--- config.mk ---
export PLATFORM = sky130hd
export DESIGN_NAME = priority_ready_table
export DESIGN_NICKNAME = d
export VERILOG_FILES = /design/src/hdl/prt_pkg.sv /design/src/hdl/priority_ready_table.sv
export SDC_FILE = /design/constraint.sdc
export NUM_CORES = 1
export LEC_CHECK = 0
export BUFFER_PORTS_ARGS = -buffer_cell sky130_fd_sc_hd__buf_2
export CAP_MARGIN = 20
export CORE_MARGIN = 4
export CORE_UTILIZATION = 55
export CTS_CLUSTER_DIAMETER = 40
export CTS_CLUSTER_SIZE = 28
export DETAILED_ROUTE_END_ITERATION = 10
export GPL_TIMING_DRIVEN = 0
export PLACE_DENSITY = 0.75
export SLEW_MARGIN = 40
export SYNTH_ARGS = -nofsm -noshare
export SYNTH_HDL_FRONTEND = slang
export SYNTH_SLANG_ARGS = --single-unit
--- constraint.sdc ---
create_clock -name clk -period 3.6 [get_ports clk]
set_input_delay 0 -clock clk [delete_from_list [all_inputs] [get_ports clk]]
set_output_delay 0 -clock clk [all_outputs]
set_load 0.02 [all_outputs]
--- src/hdl/prt_pkg.sv ---
`default_nettype none

package prt_pkg;

    localparam int DEPTH_DEFAULT = 16;

    localparam logic [1:0] REQ_INSERT = 2'd0;
    localparam logic [1:0] REQ_FIND   = 2'd1;
    localparam logic [1:0] REQ_PURGE  = 2'd2;

    localparam logic [1:0] RC_OK   = 2'd0;
    localparam logic [1:0] RC_FULL = 2'd1;
    localparam logic [1:0] RC_NONE = 2'd2;

    localparam logic [1:0] ST_READY      = 2'd0;
    localparam logic [1:0] ST_TERMINATED = 2'd3;

    typedef struct packed {
        logic [1:0]  req_type;
        logic [15:0] proc_id;
        logic [7:0]  prio_in;
        logic [1:0]  state_in;
    } req_t;

    typedef struct packed {
        logic [1:0]  result_code;
        logic [15:0] found_id;
        logic [7:0]  found_prio;
        logic [4:0]  removed_count;
    } rsp_t;

    typedef struct packed {
        logic [15:0] id;
        logic [7:0]  prio;
        logic [1:0]  status;
    } entry_t;

endpackage

`default_nettype wire

--- src/hdl/priority_ready_table.sv ---
// channel | valid     | stall     | payload      | transfer
// request | req_valid | req_stall | req (req_t)  | req_valid && !req_stall
// result  | rsp_valid | rsp_stall | rsp (rsp_t)  | rsp_valid && !rsp_stall
//
// one request at a time; the table memory has one read and one write port,
// so every scan or shift steps through the entries one at a time
// insert moves lower-priority entries down; find reads entries up to a ready one;
// purge reads every filled entry; unused codes and full or empty cases go straight to S_RESP
// reset empties the table at once; a stalled result holds the next one in S_RESP
`default_nettype none

module priority_ready_table
    import prt_pkg::*;
#(
    parameter int TABLE_DEPTH = DEPTH_DEFAULT
) (
    input  wire  clk,
    input  wire  rst_n,
    input  wire  req_valid,
    output logic req_stall,
    input  req_t req,
    output logic rsp_valid,
    input  wire  rsp_stall,
    output rsp_t rsp
);

    localparam int AW = $clog2(TABLE_DEPTH);
    localparam int CW = $clog2(TABLE_DEPTH + 1);
    localparam logic [CW-1:0] FULL_FILL = CW'(TABLE_DEPTH);

    localparam logic [2:0] S_IDLE  = 3'd0;
    localparam logic [2:0] S_INS   = 3'd1;
    localparam logic [2:0] S_PUT   = 3'd2;
    localparam logic [2:0] S_FIND  = 3'd3;
    localparam logic [2:0] S_PURGE = 3'd4;
    localparam logic [2:0] S_RESP  = 3'd5;

    entry_t table_mem [TABLE_DEPTH];
    entry_t rd_data_reg;

    logic [2:0]    state_reg, state_next;
    logic [CW-1:0] fill_reg, fill_next;
    logic [CW-1:0] ptr_reg, ptr_next;
    logic [CW-1:0] wr_reg, wr_next;
    logic [CW-1:0] kept;
    req_t          cur_reg, cur_next;
    rsp_t          res_reg, res_next;
    logic          rsp_valid_reg, rsp_valid_next;
    rsp_t          rsp_reg, rsp_next;

    logic          we;
    logic [AW-1:0] wa;
    logic [AW-1:0] ra;
    entry_t        wd;
    entry_t        new_entry;

    assign new_entry = '{id: cur_reg.proc_id, prio: cur_reg.prio_in, status: cur_reg.state_in};
    assign req_stall = (state_reg != S_IDLE);
    assign rsp_valid = rsp_valid_reg;
    assign rsp       = rsp_reg;

    always_ff @(posedge clk)
    begin
        if (we)
        begin
            table_mem[wa] <= wd;
        end
        rd_data_reg <= table_mem[ra];
    end

    always_comb
    begin
        state_next     = state_reg;
        fill_next      = fill_reg;
        ptr_next       = ptr_reg;
        wr_next        = wr_reg;
        cur_next       = cur_reg;
        res_next       = res_reg;
        rsp_next       = rsp_reg;
        rsp_valid_next = rsp_valid_reg && rsp_stall;
        we             = 1'b0;
        wa             = '0;
        wd             = new_entry;
        ra             = '0;
        kept           = wr_reg;

        case (state_reg)
            S_IDLE:
            begin
                if (req_valid)
                begin
                    cur_next   = req;
                    res_next   = '0;
                    state_next = S_RESP;
                    case (req.req_type)
                        REQ_INSERT:
                        begin
                            if (fill_reg == FULL_FILL)
                            begin
                                res_next.result_code = RC_FULL;
                            end
                            else if (fill_reg == '0)
                            begin
                                we        = 1'b1;
                                wd        = '{id: req.proc_id, prio: req.prio_in,
                                              status: req.state_in};
                                fill_next = fill_reg + CW'(1);
                            end
                            else
                            begin
                                ra         = AW'(fill_reg - CW'(1));
                                ptr_next   = fill_reg;
                                state_next = S_INS;
                            end
                        end
                        REQ_FIND:
                        begin
                            if (fill_reg == '0)
                            begin
                                res_next.result_code = RC_NONE;
                            end
                            else
                            begin
                                ptr_next   = '0;
                                state_next = S_FIND;
                            end
                        end
                        REQ_PURGE:
                        begin
                            if (fill_reg != '0)
                            begin
                                ptr_next   = '0;
                                wr_next    = '0;
                                state_next = S_PURGE;
                            end
                        end
                        default:
                        begin
                            state_next = S_RESP;
                        end
                    endcase
                end
            end
            S_INS:
            begin
                we = 1'b1;
                wa = ptr_reg[AW-1:0];
                if (rd_data_reg.prio < cur_reg.prio_in)
                begin
                    wd       = rd_data_reg;
                    ptr_next = ptr_reg - CW'(1);
                    if (ptr_reg == CW'(1))
                    begin
                        state_next = S_PUT;
                    end
                    else
                    begin
                        ra = AW'(ptr_reg - CW'(2));
                    end
                end
                else
                begin
                    fill_next  = fill_reg + CW'(1);
                    state_next = S_RESP;
                end
            end
            S_PUT:
            begin
                we         = 1'b1;
                wa         = ptr_reg[AW-1:0];
                fill_next  = fill_reg + CW'(1);
                state_next = S_RESP;
            end
            S_FIND:
            begin
                if (rd_data_reg.status == ST_READY)
                begin
                    res_next.found_id   = rd_data_reg.id;
                    res_next.found_prio = rd_data_reg.prio;
                    state_next          = S_RESP;
                end
                else if (ptr_reg + CW'(1) == fill_reg)
                begin
                    res_next.result_code = RC_NONE;
                    state_next           = S_RESP;
                end
                else
                begin
                    ra       = AW'(ptr_reg + CW'(1));
                    ptr_next = ptr_reg + CW'(1);
                end
            end
            S_PURGE:
            begin
                if (rd_data_reg.status != ST_TERMINATED)
                begin
                    we   = 1'b1;
                    wa   = wr_reg[AW-1:0];
                    wd   = rd_data_reg;
                    kept = wr_reg + CW'(1);
                end
                wr_next = kept;
                if (ptr_reg + CW'(1) == fill_reg)
                begin
                    fill_next              = kept;
                    res_next.removed_count = 5'(fill_reg - kept);
                    state_next             = S_RESP;
                end
                else
                begin
                    ra       = AW'(ptr_reg + CW'(1));
                    ptr_next = ptr_reg + CW'(1);
                end
            end
            S_RESP:
            begin
                if (!rsp_valid_reg || !rsp_stall)
                begin
                    rsp_next       = res_reg;
                    rsp_valid_next = 1'b1;
                    state_next     = S_IDLE;
                end
            end
            default:
            begin
                state_next = S_IDLE;
            end
        endcase
    end

    always_ff @(posedge clk or negedge rst_n)
    begin
        if (!rst_n)
        begin
            state_reg     <= S_IDLE;
            fill_reg      <= '0;
            ptr_reg       <= '0;
            wr_reg        <= '0;
            rsp_valid_reg <= 1'b0;
        end
        else
        begin
            state_reg     <= state_next;
            fill_reg      <= fill_next;
            ptr_reg       <= ptr_next;
            wr_reg        <= wr_next;
            rsp_valid_reg <= rsp_valid_next;
        end
    end

    always_ff @(posedge clk)
    begin
        cur_reg <= cur_next;
        res_reg <= res_next;
        rsp_reg <= rsp_next;
    end

endmodule

`default_nettype wire

==> results of run 1 <==
[metal layers]
layer | vias up | wire (um)
met5 | - | 0
met4 | 0 | 1974
met3 | 135 | 6873
met2 | 871 | 26610
met1 | 6752 | 21950
li1 | 5768 | -
[how the worst max path moves through the flow]
stage | from | to | slack [ps] | depth (start not counted)
floorplan | fill_reg[0] | table_mem[12][0] | -160 | 11
global placement | fill_reg[0] | table_mem[4][15] | -2400 | 11
finish | ptr_reg[0] | rd_data_reg[22] | 90 | 13
global route | ptr_reg[0] | rd_data_reg[14] | -40 | 13
CTS | ptr_reg[0] | rd_data_reg[13] | 20 | 13
detailed placement | fill_reg[0] | table_mem[0][17] | -650 | 12
[per-stage QoR]
stage                     hold slack, ps  std cells  setup TNS, ps
after global placement            -7.809       1922        -858120
after floorplan                   -295.6       1333         -28040
after CTS                          64.40       2117              0
final                             -11.20       2121              0
after detailed placement          -12.60       1946        -256090
after global routing               51.35       2121         -81.30
[placed cells by master, fill, tap and decap left out, types with 30 or more instances in the layout]
cell and instances:
sky130_fd_sc_hd__a221oi_1 51, sky130_fd_sc_hd__and2_1 52, sky130_fd_sc_hd__buf_2 90, sky130_fd_sc_hd__clkbuf_16 68
sky130_fd_sc_hd__dlygate4sd3_1 30, sky130_fd_sc_hd__edfxtp_1 504, sky130_fd_sc_hd__mux2i_1 109, sky130_fd_sc_hd__nand2_1 30
sky130_fd_sc_hd__nor2_1 44, sky130_fd_sc_hd__o21ai_1 49
[worst max-delay path, cell delays in order, from the launching register on]
cell and delay, ps:
sky130_fd_sc_hd__dfrtp_1 380, sky130_fd_sc_hd__clkbuf_4 240, sky130_fd_sc_hd__inv_1 70, sky130_fd_sc_hd__ha_2 370, sky130_fd_sc_hd__xnor2_1 290, sky130_fd_sc_hd__nand3_2 170, sky130_fd_sc_hd__o311ai_4 360, sky130_fd_sc_hd__o31a_1 230
sky130_fd_sc_hd__nand2_2 190, sky130_fd_sc_hd__nand2b_1 150, sky130_fd_sc_hd__buf_2 250, sky130_fd_sc_hd__buf_4 250, sky130_fd_sc_hd__o221ai_1 180, sky130_fd_sc_hd__o211a_1 250
[final cells by class]
cell class / count / area share
Buffer: 74 / 0.01655
Clock buffer: 76 / 0.06472
Clock inverter: 50 / 0.02255
Inverter: 25 / 0.003487
Multi-Input combinational cell: 684 / 0.2183
Sequential cell: 549 / 0.5996
Tap cell: 525 / 0.02441
Timing Repair Buffer: 138 / 0.05040
[where the power goes]
| part | internal (mW) | switching, mW |
|---|---|---|
| Combinational | 4.00 | 6.91 |
| Clock | 4.01 | 2.89 |
| Sequential | 9.41 | 0.553 |
[timing repair]
| action | in CTS | in global routing |
|---|---|---|
| gates resized for setup | 42 | 28 |
| endpoints found under the setup margin | 584 | 520 |
| pin swaps | 9 | 3 |
| buffers inserted | 15 | 4 |
| hold buffers | 31 | 0 |
| endpoints found under the hold margin | 175 | 0 |
[cell families after synthesis]
group,Yosys count,share of synthesized area
buf+inv,100,0.02199
compound gates,288,0.09922
simple gates,210,0.04865
fa+ha+maj,28,0.01601
mux,136,0.07554
xor+xnor,22,0.01178
flops,549,0.7268
==> qor.log, run 1 <==
INFO  setup_path     startpoint_of_the_worst_register_to_register_path=ptr_reg[0]
INFO  finish         fin_area=26910um2
INFO  synth          syn-mean-instance-area=16.65um2
INFO  power_and_ir_drop cellLeakagePower=9.351nW
INFO  global_route   gr_usage_total=0.2611
INFO  setup_path     regToRegEndpoint=rd_data_reg[22]
INFO  clocking       tritoncts.num_buffers=68
INFO  synth          synth_sequential_area_ratio=0.7268
INFO  route          route.vias.total=13.53k
INFO  setup_path     critical_path_peak_fanout=10
INFO  finish         multi_input_comb_area=5874um2
INFO  setup_path     r2r.worst_path.cells=13
INFO  sta            setup_slack=90.49ps
INFO  setup_path     worstPathRequired=4080ps
INFO  finish         inserted_diodes=0
INFO  power_and_ir_drop power.density=1032nW/um2
INFO  synth          portion_of_synthesized_cell_area_occupied_by_the_leading_cell_type=0.6819
INFO  sta            slew_of_the_pin_with_the_lowest_slew_margin=739.2ps
INFO  synth          yosys_warnings=0
INFO  floorplan      row_count=73
INFO  power_and_ir_drop total_power=27.77mW
INFO  synth          ys_async_sr_fraction=0.03461
INFO  setup_path     data_arrival_time_of_the_worst_path=3990ps
INFO  sta            finalClockSkew=39.83ps
INFO  finish         count_of_nets_after_finishing=1599
INFO  sta            drv_slew=0
INFO  global_route   grt_overflow=0
INFO  global_route   busiest_layer=met2
INFO  floorplan      top_level_ports=65
INFO  finish         area_growth=21.25%
INFO  floorplan      initial_core_util=0.5573
INFO  global_route   wire_length_of_the_first_global_routing_pass=85120um
INFO  clocking       clock-sinks=549
INFO  sta            hold_slack=-11.20ps
INFO  route          totalWireLength=57400um
INFO  finish         final-seq-area=16130um2
INFO  global_route   first_global_vias=13.42k
INFO  clocking       clock_transition_at_path_regs=60ps
INFO  route          first_iter_violations=1874
INFO  synth          ys_ff_latch=549
INFO  synth          synthCells=1333
INFO  sta            period_minus_slack=3510ps
INFO  outcome        run_status=finished, violations left
INFO  power_and_ir_drop irDropWorstVdd=676.8uV
INFO  placed_design  routabilityCongestion=0.8822
INFO  global_route   global_route.usage.met3=0.07071
INFO  sta            maxClockFrequency=284.9MHz
INFO  setup_path     endpoint_class_of_the_critical_path=register
INFO  setup_path     timing_worst_setup_path_type=reg2reg
INFO  global_route   grt_max_degree=21
INFO  finish         final_core_util=0.6757
INFO  synth          post_synth_num_cell_types=69
INFO  synth          synth_most_common_cell=sky130_fd_sc_hd__edfxtp_1
INFO  finish         num-fill-cells=2572
INFO  synth          synth_fp_nets=1392
INFO  synth          netlist_area_before_placement=22190um2
INFO  placed_design  hpwlAfterDp=36880um
INFO  finish         layout-drive-gt1-share=0.2368
INFO  synth          netlist_top_cells_area=sky130_fd_sc_hd__edfxtp_1, sky130_fd_sc_hd__mux2i_1, sky130_fd_sc_hd__mux4_2, sky130_fd_sc_hd__dfxtp_1, sky130_fd_sc_hd__dfrtp_1
INFO  clocking       cts_tree=built
INFO  floorplan      floorplan.die.width=208.9um
INFO  sta            final_setup_violation_count=0
INFO  setup_path     reg2reg_slack=90ps
INFO  floorplan      chipHeight=208.9um
INFO  job            max_cap_violations=0
INFO  floorplan      die_area=43630um2
INFO  synth          synth_commonest_cells=sky130_fd_sc_hd__edfxtp_1, sky130_fd_sc_hd__mux2i_1, sky130_fd_sc_hd__nor2_1, sky130_fd_sc_hd__and2_1, sky130_fd_sc_hd__a221oi_1
INFO  setup_path     worstSetupStartpointType=register
INFO  global_route   grt_util_met1=0.3595
INFO  route          drt-pass1-iter-count=8
INFO  route          antenna_violating_nets_post_route=0
INFO  placed_design  port_buffers=64
INFO  global_route   grt_use_met2=0.4066
INFO  outcome        violations=hold timing
INFO  min_path       hp-class=in2async
INFO  synth          dominantRegCellSynth=sky130_fd_sc_hd__edfxtp_1
INFO  route          route.detailed.vias_per_inst=6.377
INFO  sta            hold_viol=3
INFO  sta            maxSlewHeadroom=0.5056
INFO  floorplan      fp.coreArea=39820um2
INFO  clocking       clk-insertion-delay-late=620ps
INFO  finish         largest_reg_flops=416
INFO  clocking       cts.path.max_buffers=3
INFO  route          route.detailed.wl_per_inst=27.06um
INFO  sta            finalCritPeriodShare=0.9749
INFO  synth          synth_enable_flop_cells=504
INFO  synth          netlist.top_cell.by_area=sky130_fd_sc_hd__edfxtp_1
INFO  global_route   antenna_found_initial=2
INFO  clocking       htree_levels=3
INFO  placed_design  post-place-ws=-645.9ps
INFO  route          drc=0
INFO  clocking       cts.root.buffer_cell=sky130_fd_sc_hd__clkbuf_16
INFO  placed_design  placed_cell_area=23850um2
No activity file was read; power rests on OpenSTA's default activity.
==> run 2: changes to the inputs <==
--- a/config.mk
+++ b/config.mk
@@ -13,7 +13,8 @@
 export CTS_CLUSTER_SIZE = 28
 export DETAILED_ROUTE_END_ITERATION = 10
 export GPL_TIMING_DRIVEN = 0
-export PLACE_DENSITY = 0.75
+export HOLD_SLACK_MARGIN = 0.1
+export PLACE_DENSITY = 0.81
 export SLEW_MARGIN = 40
 export SYNTH_ARGS = -nofsm -noshare
 export SYNTH_HDL_FRONTEND = slang
==> run 2 against run 1 <==
  * Register-to-register slack got worse by 70 ps
  * Critical path depth decreased by 2
  * Sequential share of layout area increased by 0.069 points
  * The run now ends clean
  * Die area unchanged
  * Maximum frequency decreased by 1.9%
  * Critical path type unchanged
  * Flip-flop and latch count unchanged
  * Non-clock buffer count increased by 12
  * Sequential power about the same
  * Largest cell class unchanged
==> qor.log, run 2 (synthesized netlist as in run 1, its figures left out) <==
INFO  finish         layout-drive-gt1-share=0.2340 [-0.002800]
INFO  power_and_ir_drop irDropWorstVdd=687.0uV [+1.5%]
INFO  clocking       cts.root.buffer_cell=sky130_fd_sc_hd__clkbuf_16
INFO  setup_path     worstSetupStartpointType=register
INFO  sta            rsz0062_at_grt=true
INFO  global_route   grt_overflow=0 [unchanged]
INFO  clocking       tritoncts.num_buffers=61 [-10%]
INFO  outcome        run_status=finished clean
INFO  global_route   busiest_layer=met2
INFO  clocking       cts_tree=built
INFO  finish         area_growth=21.12%
INFO  setup_path     worstSetupStartpoint=cur_reg[4]
INFO  route          antenna_violating_nets_post_route=0 [unchanged]
INFO  finish         layout_common_cells=sky130_fd_sc_hd__edfxtp_1, sky130_fd_sc_hd__mux2i_1, sky130_fd_sc_hd__buf_2, sky130_fd_sc_hd__clkbuf_16
INFO  global_route   global_route.usage.met3=0.07762 [+0.006906]
INFO  global_route   first_global_vias=13.93k [+3.8%]
INFO  placed_design  routabilityCongestion=0.9138 [+3.6%]
INFO  setup_path     r2r.worst_path.cells=11 [-2]
INFO  floorplan      fp.coreArea=39820um2 [unchanged]
INFO  sta            maxClockFrequency=279.5MHz [-1.9%]
INFO  placed_design  port_buffers=64 [unchanged]
INFO  global_route   grt_max_degree=27 [+29%]
INFO  route          totalWireLength=59050um [+2.9%]
INFO  sta            slew_of_the_pin_with_the_lowest_slew_margin=832.2ps [+93.07 ps]
INFO  global_route   grt_use_met2=0.4216 [+0.01500]
INFO  finish         mostFrequentLayoutCell=sky130_fd_sc_hd__edfxtp_1
INFO  sta            finalClockSkew=40.98ps [+1.143 ps]
INFO  job            max_cap_violations=0 [unchanged]
INFO  sta            finalCritPeriodShare=0.9937 [+0.01881]
INFO  route          route.vias.total=13.93k [+2.9%]
INFO  route          route.detailed.wl_per_inst=27.81um [+2.8%]
INFO  setup_path     capture_point_of_the_critical_path=rd_data_reg[3]
INFO  clocking       clk-insertion-delay-late=650ps [+30 ps]
INFO  setup_path     timing_worst_setup_path_type=reg2reg
INFO  clocking       cts.path.max_buffers=3 [unchanged]
INFO  finish         count_of_nets_after_finishing=1604 [+0.31%]
INFO  clocking       clock_transition_at_path_regs=70ps [about the same]
INFO  min_path       hp-class=in2reg
INFO  sta            period_minus_slack=3577ps [+67.72 ps]
INFO  finish         final_cells=2123 [+0.094%]
INFO  setup_path     endpoint_class_of_the_critical_path=register
INFO  floorplan      initial_core_util=0.5573 [unchanged]
INFO  sta            maxSlewHeadroom=0.4444 [-0.06127]
INFO  global_route   antenna_found_initial=3 [+1]
INFO  finish         largest_reg_flops=416 [unchanged]
INFO  global_route   wire_length_of_the_first_global_routing_pass=86320um [+1.4%]
INFO  floorplan      top_level_ports=65 [unchanged]
INFO  placed_design  hpwlAfterDp=36980um [+0.28%]
INFO  sta            final_setup_violation_count=0 [unchanged]
INFO  finish         inserted_diodes=0 [unchanged]
INFO  floorplan      row_count=73 [unchanged]
INFO  route          drc=0 [unchanged]
INFO  setup_path     startpoint_of_the_worst_register_to_register_path=cur_reg[4]
INFO  setup_path     critical_path_peak_fanout=10 [unchanged]
INFO  floorplan      die_area=43630um2 [unchanged]
INFO  setup_path     worstPathRequired=4120ps [+40 ps]
INFO  sta            setup_slack=22.77ps [-67.72 ps]
INFO  route          drt-pass1-iter-count=6 [-2]
INFO  power_and_ir_drop cellLeakagePower=9.335nW [-0.17%]
INFO  floorplan      floorplan.die.width=208.9um [unchanged]
INFO  sta            drv_slew=0 [unchanged]
INFO  route          first_iter_violations=1958 [+4.5%]
INFO  clocking       clock-sinks=549 [unchanged]
INFO  placed_design  post-place-ws=-607.0ps [+38.91 ps]
INFO  finish         num-fill-cells=2455 [-4.5%]
INFO  global_route   gr_usage_total=0.2631 [+0.002083]
INFO  sta            hold_viol=0 [-3]
INFO  setup_path     reg2reg_slack=20ps [-70 ps]
INFO  route          route.detailed.vias_per_inst=6.559 [+2.9%]
INFO  power_and_ir_drop power.density=1025nW/um2 [-0.65%]
INFO  global_route   grt_util_met1=0.3453 [-0.01418]
INFO  clocking       htree_levels=2 [-1]
INFO  floorplan      chipHeight=208.9um [unchanged]
INFO  setup_path     regToRegEndpoint=rd_data_reg[3]
INFO  placed_design  placed_instance_count=1945 [-0.051%]
INFO  setup_path     data_arrival_time_of_the_worst_path=4100ps [+110 ps]
-- run 2: changes by cell type in the layout (fill, tap and decap cells not counted), sizes merged --
cell,before,now
buf,155,153
clkinv,26,23
bufinv,5,6
clkinvlp,4,5
dlygate4sd3,30,42
inv,40,45
clkbuf,103,91
-- run 2: worst min path at each step --
stage | cells after the start | slack (ps) | to | from
6_report | 2 | 130 | cur_reg[20] | req[20]
2_1_floorplan | 0 | -300 | fill_reg[0] | rst_n
4_1_cts | 2 | 110 | cur_reg[12] | req[12]
3_5_place_dp | 1 | -10 | fill_reg[2] | rst_n
5_1_grt | 2 | 130 | cur_reg[17] | req[17]
3_3_place_gp | 1 | -20 | fill_reg[2] | rst_n
-- run 2: worst max-delay path, stage by stage, from the launching register on --
cell and delay, ps:
sky130_fd_sc_hd__edfxtp_1 360, sky130_fd_sc_hd__inv_1 70, sky130_fd_sc_hd__ha_1 360, sky130_fd_sc_hd__a211o_1 190, sky130_fd_sc_hd__a31oi_4 50, sky130_fd_sc_hd__o311ai_4 600
sky130_fd_sc_hd__nor2_1 250, sky130_fd_sc_hd__a211oi_2 430, sky130_fd_sc_hd__buf_4 260, sky130_fd_sc_hd__clkbuf_1 510, sky130_fd_sc_hd__o21ai_1 240, sky130_fd_sc_hd__o211a_1 160
-- run 2: report_power, final --
part | switching, mW | internal [mW] | total, mW
logic | 6.97 | 4.00 | 11.0
clock network | 2.89 | 3.73 | 6.62
registers | 0.571 | 9.40 | 9.97
total | 10.4 | 17.1 | 27.6
-- run 2: through the flow --
stage               power (mW)  utilization  cell area [um2]  hold slack [ps]  setup TNS (ps)
CTS                      26.93       0.6692            26650            106.6               0
floorplan                16.38            -            22200           -295.6          -28040
finish                   27.56       0.6750            26880            131.0               0
detailed placement       20.07       0.5987            23840           -12.17         -224740
global placement         19.25       0.5819            23170           -16.22         -804220
global route             28.47       0.6750            26880            126.4           -1358
-- run 2: routing by layer --
| layer | share of wire | wire [um] |
|---|---|---|
| met1 | 0.36 | 21270 |
| met2 | 0.48 | 28200 |
| met3 | 0.13 | 7393 |
| met4 | 0.036 | 2110 |
| met5 | 0.0012 | 71 |
-- run 2: repair_timing --
| action | 4_1_cts | 5_1_grt |
|---|---|---|
| pin swaps | 8 | 8 |
| resized for setup | 35 | 42 |
| gates cloned | 0 | 0 |
| endpoints found under the hold margin | 341 | 19 |
| hold buffers | 42 | 1 |
| buffers inserted | 8 | 11 |
| setup endpoints to repair | 585 | 517 |
-- run 2: final cells by class --
| class | count | area [um2] | area share |
|---|---|---|---|
| sequential | 549 | 16140 | 0.6003 |
| multi-input combinational | 684 | 5878 | 0.2187 |
| clock buffer | 62 | 1551 | 0.05772 |
| timing repair buffer | 150 | 1456 | 0.05418 |
| tap | 525 | 656.9 | 0.02444 |
| clock inverter | 54 | 646.9 | 0.02406 |
| buffer | 74 | 461.7 | 0.01718 |
| inverter | 25 | 93.84 | 0.003491 |
